`config.mk`:
```
export PLATFORM = sky130hd
export DESIGN_NAME = ini_line_tokenizer_top_flat
export DESIGN_NICKNAME = d
export VERILOG_FILES = /design/src/rtl/core/ilt_pkg.sv /design/src/rtl/core/ilt_in_if.sv /design/src/rtl/core/ilt_out_if.sv /design/src/rtl/core/ilt_in_stage.sv /design/src/rtl/core/ilt_scan.sv /design/src/rtl/core/ini_line_tokenizer_top.sv /design/src/flat_wrapper.sv
export SDC_FILE = /design/constraint.sdc
export NUM_CORES = 1
export LEC_CHECK = 0
export BUFFER_PORTS_ARGS = -buffer_cell sky130_fd_sc_hd__buf_2
export CAP_MARGIN = 20
export CORE_UTILIZATION = 56
export DETAILED_ROUTE_END_ITERATION = 10
export MAX_ROUTING_LAYER = met4
export PLACE_DENSITY = 0.73
export SLEW_MARGIN = 20
export SYNTH_ARGS = -nofsm -noshare
export SYNTH_HDL_FRONTEND = slang
export SYNTH_HIERARCHICAL = 1
export SYNTH_SLANG_ARGS = --single-unit
export TNS_END_PERCENT = 50
```
`constraint.sdc`:
```
create_clock -name clk -period 13.5 [get_ports clk]
set_input_delay 2.025 -clock clk [delete_from_list [all_inputs] [get_ports clk]]
set_output_delay 2.025 -clock clk [all_outputs]
set_load 0.01 [all_outputs]
```
`src/rtl/core/ilt_pkg.sv`:
```
`timescale 1ns / 1ps
`default_nettype none

package ilt_pkg;

  // width of every offset or count field of a result item
  localparam int FIELD_W = 16;

  // default width of the internal stream offsets
  localparam int OFFSET_BITS_DEF = 16;

  // character codes
  localparam logic [7:0] CHR_EQUALS    = 8'h3D;
  localparam logic [7:0] CHR_HASH      = 8'h23;
  localparam logic [7:0] CHR_LBRACKET  = 8'h5B;
  localparam logic [7:0] CHR_RBRACKET  = 8'h5D;
  localparam logic [7:0] CHR_BACKSLASH = 8'h5C;
  localparam logic [7:0] CHR_LF        = 8'h0A;
  localparam logic [7:0] CHR_CR        = 8'h0D;
  localparam logic [7:0] CHR_SPACE     = 8'h20;
  localparam logic [7:0] CHR_TAB       = 8'h09;

  typedef enum logic [2:0] {
    MODE_SKIP    = 3'd0,
    MODE_START   = 3'd1,
    MODE_LINE    = 3'd2,
    MODE_COMMENT = 3'd3,
    MODE_ESC     = 3'd4,
    MODE_ESC_LF  = 3'd5,
    MODE_ESC_CR  = 3'd6
  } scan_mode_t;

  typedef struct packed {
    logic [7:0] text_byte;
    logic       end_of_text;
  } item_t;

  typedef struct packed {
    logic [FIELD_W-1:0] line_offset;
    logic [FIELD_W-1:0] line_bytes;
    logic               has_equals;
    logic [FIELD_W-1:0] equals_offset;
    logic               is_section;
    logic               bracket_closed;
    logic [FIELD_W-1:0] bracket_offset;
    logic               overflow;
  } result_t;

endpackage

`default_nettype wire

```
`src/rtl/core/ilt_in_if.sv`:
```
`timescale 1ns / 1ps
`default_nettype none

interface ilt_in_if;
  logic       valid;
  logic       ready;
  logic [7:0] text_byte;
  logic       end_of_text;

  modport source (output valid, output text_byte, output end_of_text, input ready);
  modport sink   (input valid, input text_byte, input end_of_text, output ready);
endinterface

`default_nettype wire

```
`src/rtl/core/ilt_out_if.sv`:
```
`timescale 1ns / 1ps
`default_nettype none

interface ilt_out_if;
  logic        valid;
  logic        ready;
  logic [15:0] line_offset;
  logic [15:0] line_bytes;
  logic        has_equals;
  logic [15:0] equals_offset;
  logic        is_section;
  logic        bracket_closed;
  logic [15:0] bracket_offset;
  logic        overflow;

  modport source (
    output valid, output line_offset, output line_bytes, output has_equals,
    output equals_offset, output is_section, output bracket_closed,
    output bracket_offset, output overflow, input ready
  );
  modport sink (
    input valid, input line_offset, input line_bytes, input has_equals,
    input equals_offset, input is_section, input bracket_closed,
    input bracket_offset, input overflow, output ready
  );
endinterface

`default_nettype wire

```
`src/rtl/core/ilt_in_stage.sv`:
```
`timescale 1ns / 1ps
`default_nettype none

module ilt_in_stage (
  input  wire logic          clk,
  input  wire logic          rst_n,
  ilt_in_if.sink             in_stream,
  output ilt_pkg::item_t     item,
  output logic               item_valid,
  input  wire logic          take
);
  import ilt_pkg::*;

  logic  valid_r, valid_nxt;
  item_t item_r, item_nxt;
  logic  ready;

  // the register frees up in the same cycle that the scanner takes it
  assign ready = !valid_r || take;

  always_comb begin
    valid_nxt = valid_r;
    item_nxt  = item_r;
    if (ready) begin
      valid_nxt = in_stream.valid;
      if (in_stream.valid) begin
        item_nxt.text_byte   = in_stream.text_byte;
        item_nxt.end_of_text = in_stream.end_of_text;
      end
    end
  end

  always_ff @(posedge clk) begin
    if (!rst_n) begin
      valid_r <= 1'b0;
    end else begin
      valid_r <= valid_nxt;
    end
    item_r <= item_nxt;
  end

  assign in_stream.ready = ready;
  assign item            = item_r;
  assign item_valid      = valid_r;

endmodule

`default_nettype wire

```
`src/rtl/core/ilt_scan.sv`:
```
`timescale 1ns / 1ps
`default_nettype none

module ilt_scan #(
  parameter int OFFSET_BITS = ilt_pkg::OFFSET_BITS_DEF
) (
  input  wire logic          clk,
  input  wire logic          rst_n,
  input  wire ilt_pkg::item_t item,
  input  wire logic          item_valid,
  output logic               take,
  ilt_out_if.source          out_stream
);
  import ilt_pkg::*;

  localparam logic [OFFSET_BITS-1:0] POS_MAX  = '1;
  localparam logic [OFFSET_BITS-1:0] POS_ZERO = '0;
  localparam logic [OFFSET_BITS-1:0] POS_ONE  = OFFSET_BITS'(1);

  // scan state
  scan_mode_t             mode_r,  mode_nxt;
  logic [OFFSET_BITS-1:0] pos_r,   pos_nxt;
  logic [OFFSET_BITS-1:0] start_r, start_nxt;
  logic                   eq_seen_r, eq_seen_nxt;
  logic [OFFSET_BITS-1:0] eq_at_r, eq_at_nxt;
  logic                   br_seen_r, br_seen_nxt;
  logic [OFFSET_BITS-1:0] br_at_r, br_at_nxt;
  logic                   opens_r, opens_nxt;
  logic                   sat_r,   sat_nxt;

  // result register
  logic    out_valid_r, out_valid_nxt;
  result_t res_r, res_nxt;

  logic [7:0]             b;
  logic                   last, is_nl, at_max;
  logic                   do_line, note, emit_nl, flush, emit, emit_sat;
  logic [OFFSET_BITS-1:0] end_pos, span;

  // zero-extend or truncate an offset to the 16-bit field
  function automatic logic [FIELD_W-1:0] to_field(input logic [OFFSET_BITS-1:0] v);
    logic [OFFSET_BITS+FIELD_W-1:0] wide;
    wide = {{FIELD_W{1'b0}}, v};
    return wide[FIELD_W-1:0];
  endfunction

  assign take = item_valid && (!out_valid_r || out_stream.ready);

  always_comb begin
    b       = item.text_byte;
    last    = item.end_of_text;
    is_nl   = (b == CHR_LF) || (b == CHR_CR);
    at_max  = (pos_r == POS_MAX);

    mode_nxt    = mode_r;
    pos_nxt     = pos_r;
    start_nxt   = start_r;
    eq_seen_nxt = eq_seen_r;
    eq_at_nxt   = eq_at_r;
    br_seen_nxt = br_seen_r;
    br_at_nxt   = br_at_r;
    opens_nxt   = opens_r;
    sat_nxt     = sat_r;
    do_line     = 1'b0;
    note        = 1'b0;
    emit_nl     = 1'b0;

    unique case (mode_r)
      MODE_LINE: begin
        do_line = 1'b1;
      end
      MODE_COMMENT: begin
        if (is_nl) begin
          mode_nxt = MODE_START;
        end
      end
      MODE_ESC: begin
        note = 1'b1;
        if (b == CHR_LF) begin
          mode_nxt = MODE_ESC_LF;
        end else if (b == CHR_CR) begin
          mode_nxt = MODE_ESC_CR;
        end else begin
          mode_nxt = MODE_LINE;
        end
      end
      MODE_ESC_LF: begin
        if (b == CHR_CR) begin
          mode_nxt = MODE_LINE;
        end else begin
          do_line = 1'b1;
        end
      end
      MODE_ESC_CR: begin
        if (b == CHR_LF) begin
          mode_nxt = MODE_LINE;
        end else begin
          do_line = 1'b1;
        end
      end
      default: begin
        // whitespace skip, start after a comment, and unused codes
        if (is_nl || (mode_r != MODE_START && (b == CHR_SPACE || b == CHR_TAB))) begin
          mode_nxt = mode_r;
        end else if (b == CHR_HASH) begin
          mode_nxt = MODE_COMMENT;
        end else begin
          start_nxt   = pos_r;
          eq_seen_nxt = 1'b0;
          eq_at_nxt   = POS_ZERO;
          br_seen_nxt = 1'b0;
          br_at_nxt   = POS_ZERO;
          opens_nxt   = (b == CHR_LBRACKET);
          do_line     = 1'b1;
        end
      end
    endcase

    if (do_line) begin
      if (is_nl) begin
        emit_nl  = 1'b1;
        mode_nxt = MODE_SKIP;
      end else begin
        note = 1'b1;
        if (b == CHR_EQUALS && !eq_seen_nxt) begin
          eq_seen_nxt = 1'b1;
          eq_at_nxt   = pos_r;
        end
        mode_nxt = (b == CHR_BACKSLASH) ? MODE_ESC : MODE_LINE;
      end
    end

    if (note && b == CHR_RBRACKET && !br_seen_nxt) begin
      br_seen_nxt = 1'b1;
      br_at_nxt   = pos_r;
    end

    // an open line is closed by the last byte of the stream
    flush = last && !emit_nl &&
            (mode_nxt == MODE_LINE || mode_nxt == MODE_ESC ||
             mode_nxt == MODE_ESC_LF || mode_nxt == MODE_ESC_CR);
    emit     = emit_nl || flush;
    emit_sat = sat_r || (flush && at_max);
    if (emit_nl) begin
      end_pos = pos_r;
    end else if (at_max) begin
      end_pos = POS_MAX;
    end else begin
      end_pos = pos_r + POS_ONE;
    end
    span = end_pos - start_nxt;

    res_nxt.line_offset    = to_field(start_nxt);
    res_nxt.line_bytes     = to_field(span);
    res_nxt.has_equals     = eq_seen_nxt;
    res_nxt.equals_offset  = eq_seen_nxt ? to_field(eq_at_nxt) : '0;
    res_nxt.is_section     = opens_nxt;
    res_nxt.bracket_closed = br_seen_nxt;
    res_nxt.bracket_offset = br_seen_nxt ? to_field(br_at_nxt) : '0;
    res_nxt.overflow       = emit_sat;

    if (last) begin
      // back to the reset state for a fresh stream
      mode_nxt    = MODE_SKIP;
      pos_nxt     = POS_ZERO;
      start_nxt   = POS_ZERO;
      eq_seen_nxt = 1'b0;
      eq_at_nxt   = POS_ZERO;
      br_seen_nxt = 1'b0;
      br_at_nxt   = POS_ZERO;
      opens_nxt   = 1'b0;
      sat_nxt     = 1'b0;
    end else if (at_max) begin
      sat_nxt = 1'b1;
    end else begin
      pos_nxt = pos_r + POS_ONE;
    end

    if (take) begin
      out_valid_nxt = emit;
    end else begin
      out_valid_nxt = out_valid_r && !out_stream.ready;
    end
  end

  always_ff @(posedge clk) begin
    if (!rst_n) begin
      mode_r      <= MODE_SKIP;
      pos_r       <= POS_ZERO;
      start_r     <= POS_ZERO;
      eq_seen_r   <= 1'b0;
      eq_at_r     <= POS_ZERO;
      br_seen_r   <= 1'b0;
      br_at_r     <= POS_ZERO;
      opens_r     <= 1'b0;
      sat_r       <= 1'b0;
      out_valid_r <= 1'b0;
    end else begin
      if (take) begin
        mode_r    <= mode_nxt;
        pos_r     <= pos_nxt;
        start_r   <= start_nxt;
        eq_seen_r <= eq_seen_nxt;
        eq_at_r   <= eq_at_nxt;
        br_seen_r <= br_seen_nxt;
        br_at_r   <= br_at_nxt;
        opens_r   <= opens_nxt;
        sat_r     <= sat_nxt;
      end
      out_valid_r <= out_valid_nxt;
    end
    if (take && emit) begin
      res_r <= res_nxt;
    end
  end

  assign out_stream.valid          = out_valid_r;
  assign out_stream.line_offset    = res_r.line_offset;
  assign out_stream.line_bytes     = res_r.line_bytes;
  assign out_stream.has_equals     = res_r.has_equals;
  assign out_stream.equals_offset  = res_r.equals_offset;
  assign out_stream.is_section     = res_r.is_section;
  assign out_stream.bracket_closed = res_r.bracket_closed;
  assign out_stream.bracket_offset = res_r.bracket_offset;
  assign out_stream.overflow       = res_r.overflow;

  // a line without saturation always holds at least one byte
  a_len_nonzero: assert property (@(posedge clk) disable iff (!rst_n)
    out_valid_r && !res_r.overflow |-> res_r.line_bytes != '0)
    else $error("empty line without overflow");

  // no equals sign means a zero equals offset
  a_eq_offset: assert property (@(posedge clk) disable iff (!rst_n)
    out_valid_r && !res_r.has_equals |-> res_r.equals_offset == '0)
    else $error("equals offset set without equals sign");

  // end of stream returns the scanner to its reset state
  a_stream_end: assert property (@(posedge clk) disable iff (!rst_n)
    take && item.end_of_text |=> pos_r == POS_ZERO && mode_r == MODE_SKIP && !sat_r)
    else $error("scanner not cleared after end of stream");

  // the stream position never moves backwards within a stream
  a_pos_mono: assert property (@(posedge clk) disable iff (!rst_n)
    take && !item.end_of_text |=> pos_r >= $past(pos_r))
    else $error("stream position went backwards");

endmodule

`default_nettype wire

```
`src/rtl/core/ini_line_tokenizer_top.sv`:
```
`timescale 1ns / 1ps
`default_nettype none

// channel      dir  handshake    payload
// in_stream    in   valid/ready  text_byte[7:0], end_of_text
// out_stream   out  valid/ready  line_offset, line_bytes, has_equals, equals_offset,
//                                is_section, bracket_closed, bracket_offset, overflow
//
// one byte item per cycle sustained while out_stream does not stall; a taken byte passes
// through the input register, then the scan logic into the result register
// the scan state is one small mode register and a few offset registers updated
// in a single pass per byte
// rst_n is synchronous, active low, and clears the scan state and both valids
// a stalled result holds the result register; the input register takes a byte only if
// it is empty, and accepts again as soon as the result moves on

module ini_line_tokenizer_top #(
  parameter int OFFSET_BITS = ilt_pkg::OFFSET_BITS_DEF
) (
  input  wire logic clk,
  input  wire logic rst_n,
  ilt_in_if.sink    in_stream,
  ilt_out_if.source out_stream
);
  import ilt_pkg::*;

  // byte held between the input register and the scanner
  item_t item;
  logic  item_valid;
  logic  take;

  // input register: parts the upstream handshake from the scanner
  ilt_in_stage u_in_stage (
    .clk        (clk),
    .rst_n      (rst_n),
    .in_stream  (in_stream),
    .item       (item),
    .item_valid (item_valid),
    .take       (take)
  );

  // line scanner with its result register
  ilt_scan #(
    .OFFSET_BITS (OFFSET_BITS)
  ) u_scan (
    .clk        (clk),
    .rst_n      (rst_n),
    .item       (item),
    .item_valid (item_valid),
    .take       (take),
    .out_stream (out_stream)
  );

endmodule

`default_nettype wire
```
`src/flat_wrapper.sv`:
```
// flat-port wrapper written by rule: the top's interface ports become plain ports
module ini_line_tokenizer_top_flat import ilt_pkg::*;
#(
  parameter int OFFSET_BITS = ilt_pkg::OFFSET_BITS_DEF
)
  (clk, rst_n, in_stream_valid, in_stream_text_byte, in_stream_end_of_text, in_stream_ready, out_stream_valid, out_stream_line_offset, out_stream_line_bytes, out_stream_has_equals, out_stream_equals_offset, out_stream_is_section, out_stream_bracket_closed, out_stream_bracket_offset, out_stream_overflow, out_stream_ready);
  ilt_in_if in_stream_i ();
  ilt_out_if out_stream_i ();
  input  wire logic clk;
  input  wire logic rst_n;
  input wire logic [$bits(in_stream_i.valid)-1:0] in_stream_valid;
  input wire logic [$bits(in_stream_i.text_byte)-1:0] in_stream_text_byte;
  input wire logic [$bits(in_stream_i.end_of_text)-1:0] in_stream_end_of_text;
  output wire logic [$bits(in_stream_i.ready)-1:0] in_stream_ready;
  output wire logic [$bits(out_stream_i.valid)-1:0] out_stream_valid;
  output wire logic [$bits(out_stream_i.line_offset)-1:0] out_stream_line_offset;
  output wire logic [$bits(out_stream_i.line_bytes)-1:0] out_stream_line_bytes;
  output wire logic [$bits(out_stream_i.has_equals)-1:0] out_stream_has_equals;
  output wire logic [$bits(out_stream_i.equals_offset)-1:0] out_stream_equals_offset;
  output wire logic [$bits(out_stream_i.is_section)-1:0] out_stream_is_section;
  output wire logic [$bits(out_stream_i.bracket_closed)-1:0] out_stream_bracket_closed;
  output wire logic [$bits(out_stream_i.bracket_offset)-1:0] out_stream_bracket_offset;
  output wire logic [$bits(out_stream_i.overflow)-1:0] out_stream_overflow;
  input wire logic [$bits(out_stream_i.ready)-1:0] out_stream_ready;
  assign in_stream_i.valid = in_stream_valid;
  assign in_stream_i.text_byte = in_stream_text_byte;
  assign in_stream_i.end_of_text = in_stream_end_of_text;
  assign in_stream_ready = in_stream_i.ready;
  assign out_stream_valid = out_stream_i.valid;
  assign out_stream_line_offset = out_stream_i.line_offset;
  assign out_stream_line_bytes = out_stream_i.line_bytes;
  assign out_stream_has_equals = out_stream_i.has_equals;
  assign out_stream_equals_offset = out_stream_i.equals_offset;
  assign out_stream_is_section = out_stream_i.is_section;
  assign out_stream_bracket_closed = out_stream_i.bracket_closed;
  assign out_stream_bracket_offset = out_stream_i.bracket_offset;
  assign out_stream_overflow = out_stream_i.overflow;
  assign out_stream_i.ready = out_stream_ready;
  ini_line_tokenizer_top #(.OFFSET_BITS(OFFSET_BITS)) u_core (.clk(clk), .rst_n(rst_n), .in_stream(in_stream_i), .out_stream(out_stream_i));
endmodule
```
==> impl_metrics.env, run 1 <==
export IMPL_ir_worst_vdd_v=0.0000910
export IMPL_worstSetupPathType="in -> out"
export IMPL_grt_pass1_vias=5504
export IMPL_area_growth_pct=13.7
export IMPL_tns_ps=0
export IMPL_outcome="finished, final reports clean"
export IMPL_routed_wire_length_per_instance_um=19.0
export IMPL_cts_setup_buffers=0
export IMPL_num_antenna_cells=0
export IMPL_syn_area_um2=7400
export IMPL_fin_util_pct=65.9
export IMPL_yosysWarnings=6
export IMPL_overflow=0
export IMPL_grtUsageTotal_pct=29.4
export IMPL_core_um2=12800
export IMPL_cts_reportedPaths_clkPinSlew_ps=60
export IMPL_tritoncts="done"
export IMPL_period_share_pct=40.2
export IMPL_clock_latency_ps=430
export IMPL_dp_hpwl_um=12100
export IMPL_drive_gt1_share_pct=18.5
export IMPL_drtIter0Drc=737
export IMPL_placementRows=41
export IMPL_cts_buffer_depth=2
export IMPL_crit_path_start_kind="primary input"
export IMPL_dieArea_um2=13700
export IMPL_num_nets_final=807
export IMPL_cp_common_cell="buf_2"
export IMPL_max_stage_delay_ps=380
export IMPL_ys_flop_type="edfxtp_1"
export IMPL_slew_violations=0
export IMPL_place_inst=929
export IMPL_cts_htree_levels=4
export IMPL_worstPathCellList="buf_2 > nand2b_1 > nand2_1 > clkinv_1 > nand2b_4 > buf_2"
export IMPL_synth_edf_count=77
export IMPL_synth_xor_xnor_area_share_pct=1.77
export IMPL_synth_compound_area_share_pct=21.7
export IMPL_cp_top_family="simple AND/OR/NAND/NOR gates"
export IMPL_end_kind="output pin"
export IMPL_cts_hold_fix_buffers=0
export IMPL_synth_fa_ha_area_share_pct=3.14
export IMPL_initial_core_util_pct=57.9
export IMPL_power_density_nw_per_um2=125
export IMPL_timing_reg2reg_setup_slack_ps=8220
export IMPL_p_leak_nw=3.14
export IMPL_relSlewSlack_pct=32.4
export IMPL_path_buf_inv=3
export IMPL_synthMuxAreaShare_pct=1.52
export IMPL_grt_start_max_net_pins=47
export IMPL_crit_fanout=10
export IMPL_dr_pass1_iters=8
export IMPL_dr_wl_met2_um=8690
export IMPL_worst_pin_slew_ps=1010
export IMPL_port_buffers=82
export IMPL_grt_pass1_wl_um=28900
export IMPL_antenna_found_initial=0
export IMPL_rsz0062_at_grt="no"
export IMPL_wl_um=18200
export IMPL_seq_area_frac_synth_pct=51.0
export IMPL_max_clock_freq_mhz=184
export IMPL_cp_data_required_time_ps=11480
export IMPL_place_ws_ps=8110
export IMPL_hold_violations=0
export IMPL_cts_sinks=150
export IMPL_cts_made_buffers=17
export IMPL_maxCapViolations=0
export IMPL_die_w_um=117
export IMPL_yosys_area_share_simple_pct=16.4
export IMPL_setup_slack_ps=8070
export IMPL_ioPinCount=83
export IMPL_synth_area_per_cell_um2=10.2
export IMPL_syn_inst=726
export IMPL_final_cells=960
export IMPL_ys_types=76
export IMPL_power_total_mw=1.05
export IMPL_drcViolationCount=0
export IMPL_top_layer_used="met4"
export IMPL_synth_nets=757
export IMPL_gp_congestion=0.903
export IMPL_setup_violations_final=0
export IMPL_crit_arrival_ps=3410
export IMPL_fp_dieH_um=117
export IMPL_m1WireLength_um=7870
export IMPL_cts_resized=0
export IMPL_hold_class="reg -> reg"
export IMPL_finalClockSkew_ps=4.87
export IMPL_antenna_left=0
export IMPL_via_count=5977
export IMPL_period_needed_ps=5430
export IMPL_synth_top_family_by_area="compound AO/OA/AOI/OAI gates"
export IMPL_async_reset_ff_share_pct=0
export IMPL_ys_seq_elements=150
export IMPL_viasPerCell=6.23
export IMPL_clockRootBuffer="clkbuf_16"
export IMPL_cpMaxStageDelayCell="clkinv_1"
export IMPL_met3RoutedLength_um=1270
==> registers in the layout, summed over array words and instances, names as in the netlist <==
name                                     flops
u_core/u_scan/eq_seen_r                      1
u_core/u_scan/pos_r                         16
u_core/u_scan/start_r                       16
u_core/u_scan/out_stream.line_bytes         16
u_core/u_scan/out_stream.equals_offset      16
u_core/u_in_stage/item_valid                 1
u_core/u_scan/sat_r                          1
u_core/u_in_stage/item                       9
u_core/u_scan/br_seen_r                      1
u_core/u_scan/mode_r                         3
u_core/u_scan/out_stream.overflow            1
u_core/u_scan/out_stream.line_offset        16
u_core/u_scan/opens_r                        1
u_core/u_scan/out_stream.is_section          1
u_core/u_scan/out_stream.bracket_closed      1
u_core/u_scan/out_stream.bracket_offset     16
u_core/u_scan/eq_at_r                       16
u_core/u_scan/out_stream.valid               1
u_core/u_scan/out_stream.has_equals          1
u_core/u_scan/br_at_r                       16
==> synthesized netlist by cell type, drive strengths merged, types with 9 or more instances <==
library cell | number | share of area [%]
ha | 17 | 2.9
inv | 23 | 1.2
a22oi | 20 | 2.0
a21oi | 57 | 4.0
dfxtp | 73 | 20
o21a | 11 | 1.1
nand2 | 72 | 3.7
a22o | 32 | 3.8
nand2b | 12 | 1.1
edfxtp | 77 | 31
clkbuf | 39 | 2.0
a31oi | 12 | 1.0
xnor2 | 13 | 1.5
buf | 15 | 1.3
nor2b | 29 | 2.5
a32o | 14 | 2.1
o21ai | 32 | 2.2
a21boi | 13 | 1.4
and3 | 9 | 0.76
mux2i | 9 | 1.2
nor2 | 36 | 2.0
nand3 | 25 | 1.7
==> worst paths after layout <==
path / start / to / cells past startpoint
setup / recovery: out_stream_ready / in_stream_ready / 6
hold / removal: u_core/u_scan/eq_at_r[14] / u_core/u_scan/eq_at_r[14] / 1
setup reg to reg: u_core/u_in_stage/item[1] / u_core/u_scan/out_stream.line_bytes[14] / 17
hold reg to reg: u_core/u_scan/eq_at_r[14] / u_core/u_scan/eq_at_r[14] / 1
==> report_power, final <==
group / leakage (nW) / switching [mW] / internal [mW]
Clock: 0.296 / 0.192 / 0.292
Combinational: 1.59 / 0.0444 / 0.0222
Sequential: 1.25 / 0.00768 / 0.492
Total: 3.14 / 0.244 / 0.807
==> metal layers <==
layer | global-route usage (%) | vias to the layer above
li1 | - | 2796
met1 | 38.2 | 2869
met2 | 46.4 | 278
met3 | 5.46 | 34
met4 | 10.0 | 0
met5 | - | -
==> worst reg2reg max path, stage by stage, from the launching register on <==
cell and delay [ps]:
edfxtp_1 510, nand4bb_1 210, o21ai_0 90, a21oi_1 310
nor2_1 190, nor2_1 810, nand2_1 140, o21ai_0 150
ha_1 220, inv_1 60, fa_1 440, a21o_1 210
a211oi_1 360, o21ai_0 240, a2111oi_0 610, o21bai_1 150
a21oi_1 210, xnor2_1 100
==> cells in the final DEF (no fill, tap or decap), types with 6 or more instances in the layout <==
| cell type | n |
|---|---|
| clkbuf_16 | 17 |
| o21ai_0 | 29 |
| nor2b_1 | 29 |
| a22o_1 | 32 |
| a32o_2 | 10 |
| nor2_1 | 32 |
| nand3_1 | 25 |
| nand2b_1 | 11 |
| xnor2_1 | 13 |
| dfxtp_1 | 73 |
| a21boi_0 | 8 |
| a21oi_1 | 54 |
| inv_1 | 22 |
| a31oi_1 | 12 |
| or3_1 | 6 |
| a21o_1 | 7 |
| nor3_1 | 7 |
| mux2i_1 | 9 |
| a22oi_1 | 20 |
| edfxtp_1 | 77 |
| and3_1 | 9 |
| ha_1 | 17 |
| o21a_1 | 11 |
| nand3b_1 | 7 |
| nand2_1 | 72 |
| buf_2 | 82 |
==> layout make-up <==
type                    instances  area (um^2)
fillers                      1012         4350
multi-input cells             498         3310
repair buffers                 85          433
clock inverters                14          176
flip-flops and latches        150         3770
inverters                      24         90.1
well taps                     172          215
clock buffers                  17          425
==> per-stage QoR <==
stage	cell area (um^2)	hold slack, ps
global placement	7820	455
CTS	8420	482
detailed placement	7820	463
global route	8420	499
floorplan	7400	439
finish	8420	478
==> kinds of logic (layout without fill, tap and decap cells) <==
family,after synthesis,count (layout)
buffers and inverters,78,140
muxes,10,10
DFF,150,150
adders and majority gates,18,18
and+or+nand+nor,230,230
AOI/OAI and AO/OA,225,225
xor gates and xnor gates,15,15
Note: power is estimated with default switching activity, not from simulation.
==> inputs of run 2 (changes only) <==
- clock period: 13.5 -> 5.6 ns (I/O delays scaled with it)
==> run 2 against run 1 <==
Against the previous run:
- routed wire length up 2.3%
- first-iteration DRC count down 17%
- critical path depth up 10
- via count about the same
- global-route usage up 0.14 points
- hold slack better by 2.7 ps
- clock power up 130%
- design area up 0.33%
- clock-buffer cell count up 1
- largest power group unchanged
- power up 140%
==> impl_metrics.env, run 2 (same netlist as run 1, synthesis figures left out) <==
export IMPL_tritoncts="done"
export IMPL_grt_pass1_vias=5516
export IMPL_outcome="finished, final reports clean"
export IMPL_cts_buffer_depth=2
export IMPL_viasPerCell=6.21
export IMPL_hold_class="reg -> reg"
export IMPL_port_buffers=82
export IMPL_gp_congestion=0.884
export IMPL_relSlewSlack_pct=36.0
export IMPL_drtIter0Drc=613
export IMPL_routed_wire_length_per_instance_um=19.4
export IMPL_core_um2=12800
export IMPL_final_area_um2=8450
export IMPL_antenna_found_initial=0
export IMPL_min_delay_start="u_core/u_scan/eq_at_r[6]"
export IMPL_clockRootBuffer="clkbuf_16"
export IMPL_worstPathCellList="and4b_1 > o21ai_1 > o211ai_2 > nor2_4 > nand2_1 > nand2_1 > ha_1 > inv_1 > fa_1 > a21o_1 > a211oi_1 > o21ai_0 > a2111oi_0 > o21bai_1 > a21oi_1 > xnor2_1"
export IMPL_clock_latency_ps=420
export IMPL_overflow=0
export IMPL_wl_um=18700
export IMPL_max_clock_freq_mhz=204
export IMPL_cp_data_required_time_ps=5780
export IMPL_grtUsageTotal_pct=29.5
export IMPL_cts_resized=0
export IMPL_drcViolationCount=0
export IMPL_maxCapViolations=0
export IMPL_final_common_cell="buf_2"
export IMPL_period_needed_ps=4910
export IMPL_num_nets_final=809
export IMPL_worst_pin_slew_ps=960
export IMPL_end_kind="flop"
export IMPL_area_growth_pct=14.1
export IMPL_dp_hpwl_um=12200
export IMPL_cts_hold_fix_buffers=0
export IMPL_dr_pass1_iters=8
export IMPL_crit_path_start_kind="flop"
export IMPL_path_buf_inv=1
export IMPL_slew_violations=0
export IMPL_grt_pass1_wl_um=29300
export IMPL_postPlaceCellArea_um2=7840
export IMPL_num_antenna_cells=0
export IMPL_rsz0062_at_grt="no"
export IMPL_timing_reg2reg_setup_slack_ps=690
export IMPL_worstSetupPathType="reg -> reg"
export IMPL_setup_slack_ps=690
export IMPL_fillers=991
export IMPL_final_cell_mix="buf_2 (82), edfxtp_1 (77), dfxtp_1 (73), nand2_1 (72), a21oi_1 (54)"
export IMPL_cp_top_family="compound AO/OA/AOI/OAI gates"
export IMPL_max_stage_delay_ps=620
export IMPL_cts_htree_levels=4
export IMPL_period_share_pct=87.7
export IMPL_placementRows=41
export IMPL_cts_setup_buffers=0
export IMPL_r2r_start="u_core/u_in_stage/item[1]"
export IMPL_place_ws_ps=906
export IMPL_cts_made_buffers=17
export IMPL_grt_start_max_net_pins=47
export IMPL_crit_fanout=19
export IMPL_cpMaxStageDelayCell="nor2_4"
export IMPL_setup_violations_final=0
export IMPL_die_w_um=117
export IMPL_multi_input_area_um2=3310
export IMPL_power_density_nw_per_um2=294
export IMPL_crit_arrival_ps=5090
export IMPL_ir_worst_vdd_v=0.000215
export IMPL_cts_reportedPaths_clkPinSlew_ps=60
export IMPL_finalClockSkew_ps=6.18
export IMPL_power_total_mw=2.49
export IMPL_via_count=5976
export IMPL_cp_common_cell="nand2_1"
export IMPL_antenna_left=0
export IMPL_drive_gt1_share_pct=18.8
export IMPL_ioPinCount=83
export IMPL_seqCellArea_um2=3770
export IMPL_hold_violations=0
export IMPL_initial_core_util_pct=57.9
export IMPL_fp_dieH_um=117
export IMPL_cts_sinks=150
export IMPL_crit_start="u_core/u_in_stage/item[1]"
export IMPL_p_leak_nw=3.14
export IMPL_tns_ps=0
export IMPL_dieArea_um2=13700
## run 2: cell count changes in the layout (fill, tap and decap cells not counted)
cell	before	now
clkinvlp_4	1	2
bufinv_16	3	1
clkinv_2	3	1
inv_6	3	4
clkbuf_8	0	1
buf_16	0	1
clkinv_4	3	4
inv_8	1	2
buf_12	0	1
## run 2: area by class of cell
type	count	area share, %
Timing Repair Buffer	87	5.69
Sequential cell	150	44.7
Clock buffer	18	5.20
Clock inverter	14	1.69
Tap cell	172	2.55
Multi-Input combinational cell	498	39.1
Inverter	24	1.07
## run 2: report_power, final
| part | internal, mW | switching, mW | total [mW] |
|---|---|---|---|
| clock | 0.636 | 0.479 | 1.12 |
| sequential | 1.19 | 0.0181 | 1.20 |
| combinational | 0.0570 | 0.109 | 0.166 |
| total | 1.88 | 0.606 | 2.49 |
## run 2: metrics by stage
stage	util, %	std cells	hold WS, ps
6_report	66.1	963	481
5_1_grt	66.1	963	495
3_5_place_dp	61.4	930	465
3_3_place_gp	61.4	930	454
2_1_floorplan	-	726	439
4_1_cts	65.9	962	483
## run 2: worst paths after layout
path	endpoint	depth (start not counted)
worst max-delay path	u_core/u_scan/out_stream.line_bytes[14]	16
worst min-delay path	u_core/u_scan/eq_at_r[6]	1
worst max register to register	u_core/u_scan/out_stream.line_bytes[14]	16
worst min register to register	u_core/u_scan/eq_at_r[6]	1
## run 2: worst reg2reg max path, delay by kind of cell (launching register included)
family	cells	cell delay, ps
buffers and inverters	1	60
adders and majority gates	2	600
and+or+nand+nor	4	1180
DFF	1	520
AOI/OAI and AO/OA	8	2230
xor gates and xnor gates	1	80
## run 2: routing by layer
layer / up-vias / routed length (um) / track usage [%]
li1: 2801 / - / -
met1: 2847 / 7870 / 37.7
met2: 289 / 8910 / 45.0
met3: 39 / 1350 / 6.33
met4: 0 / 524 / 13.6
met5: - / 0 / -
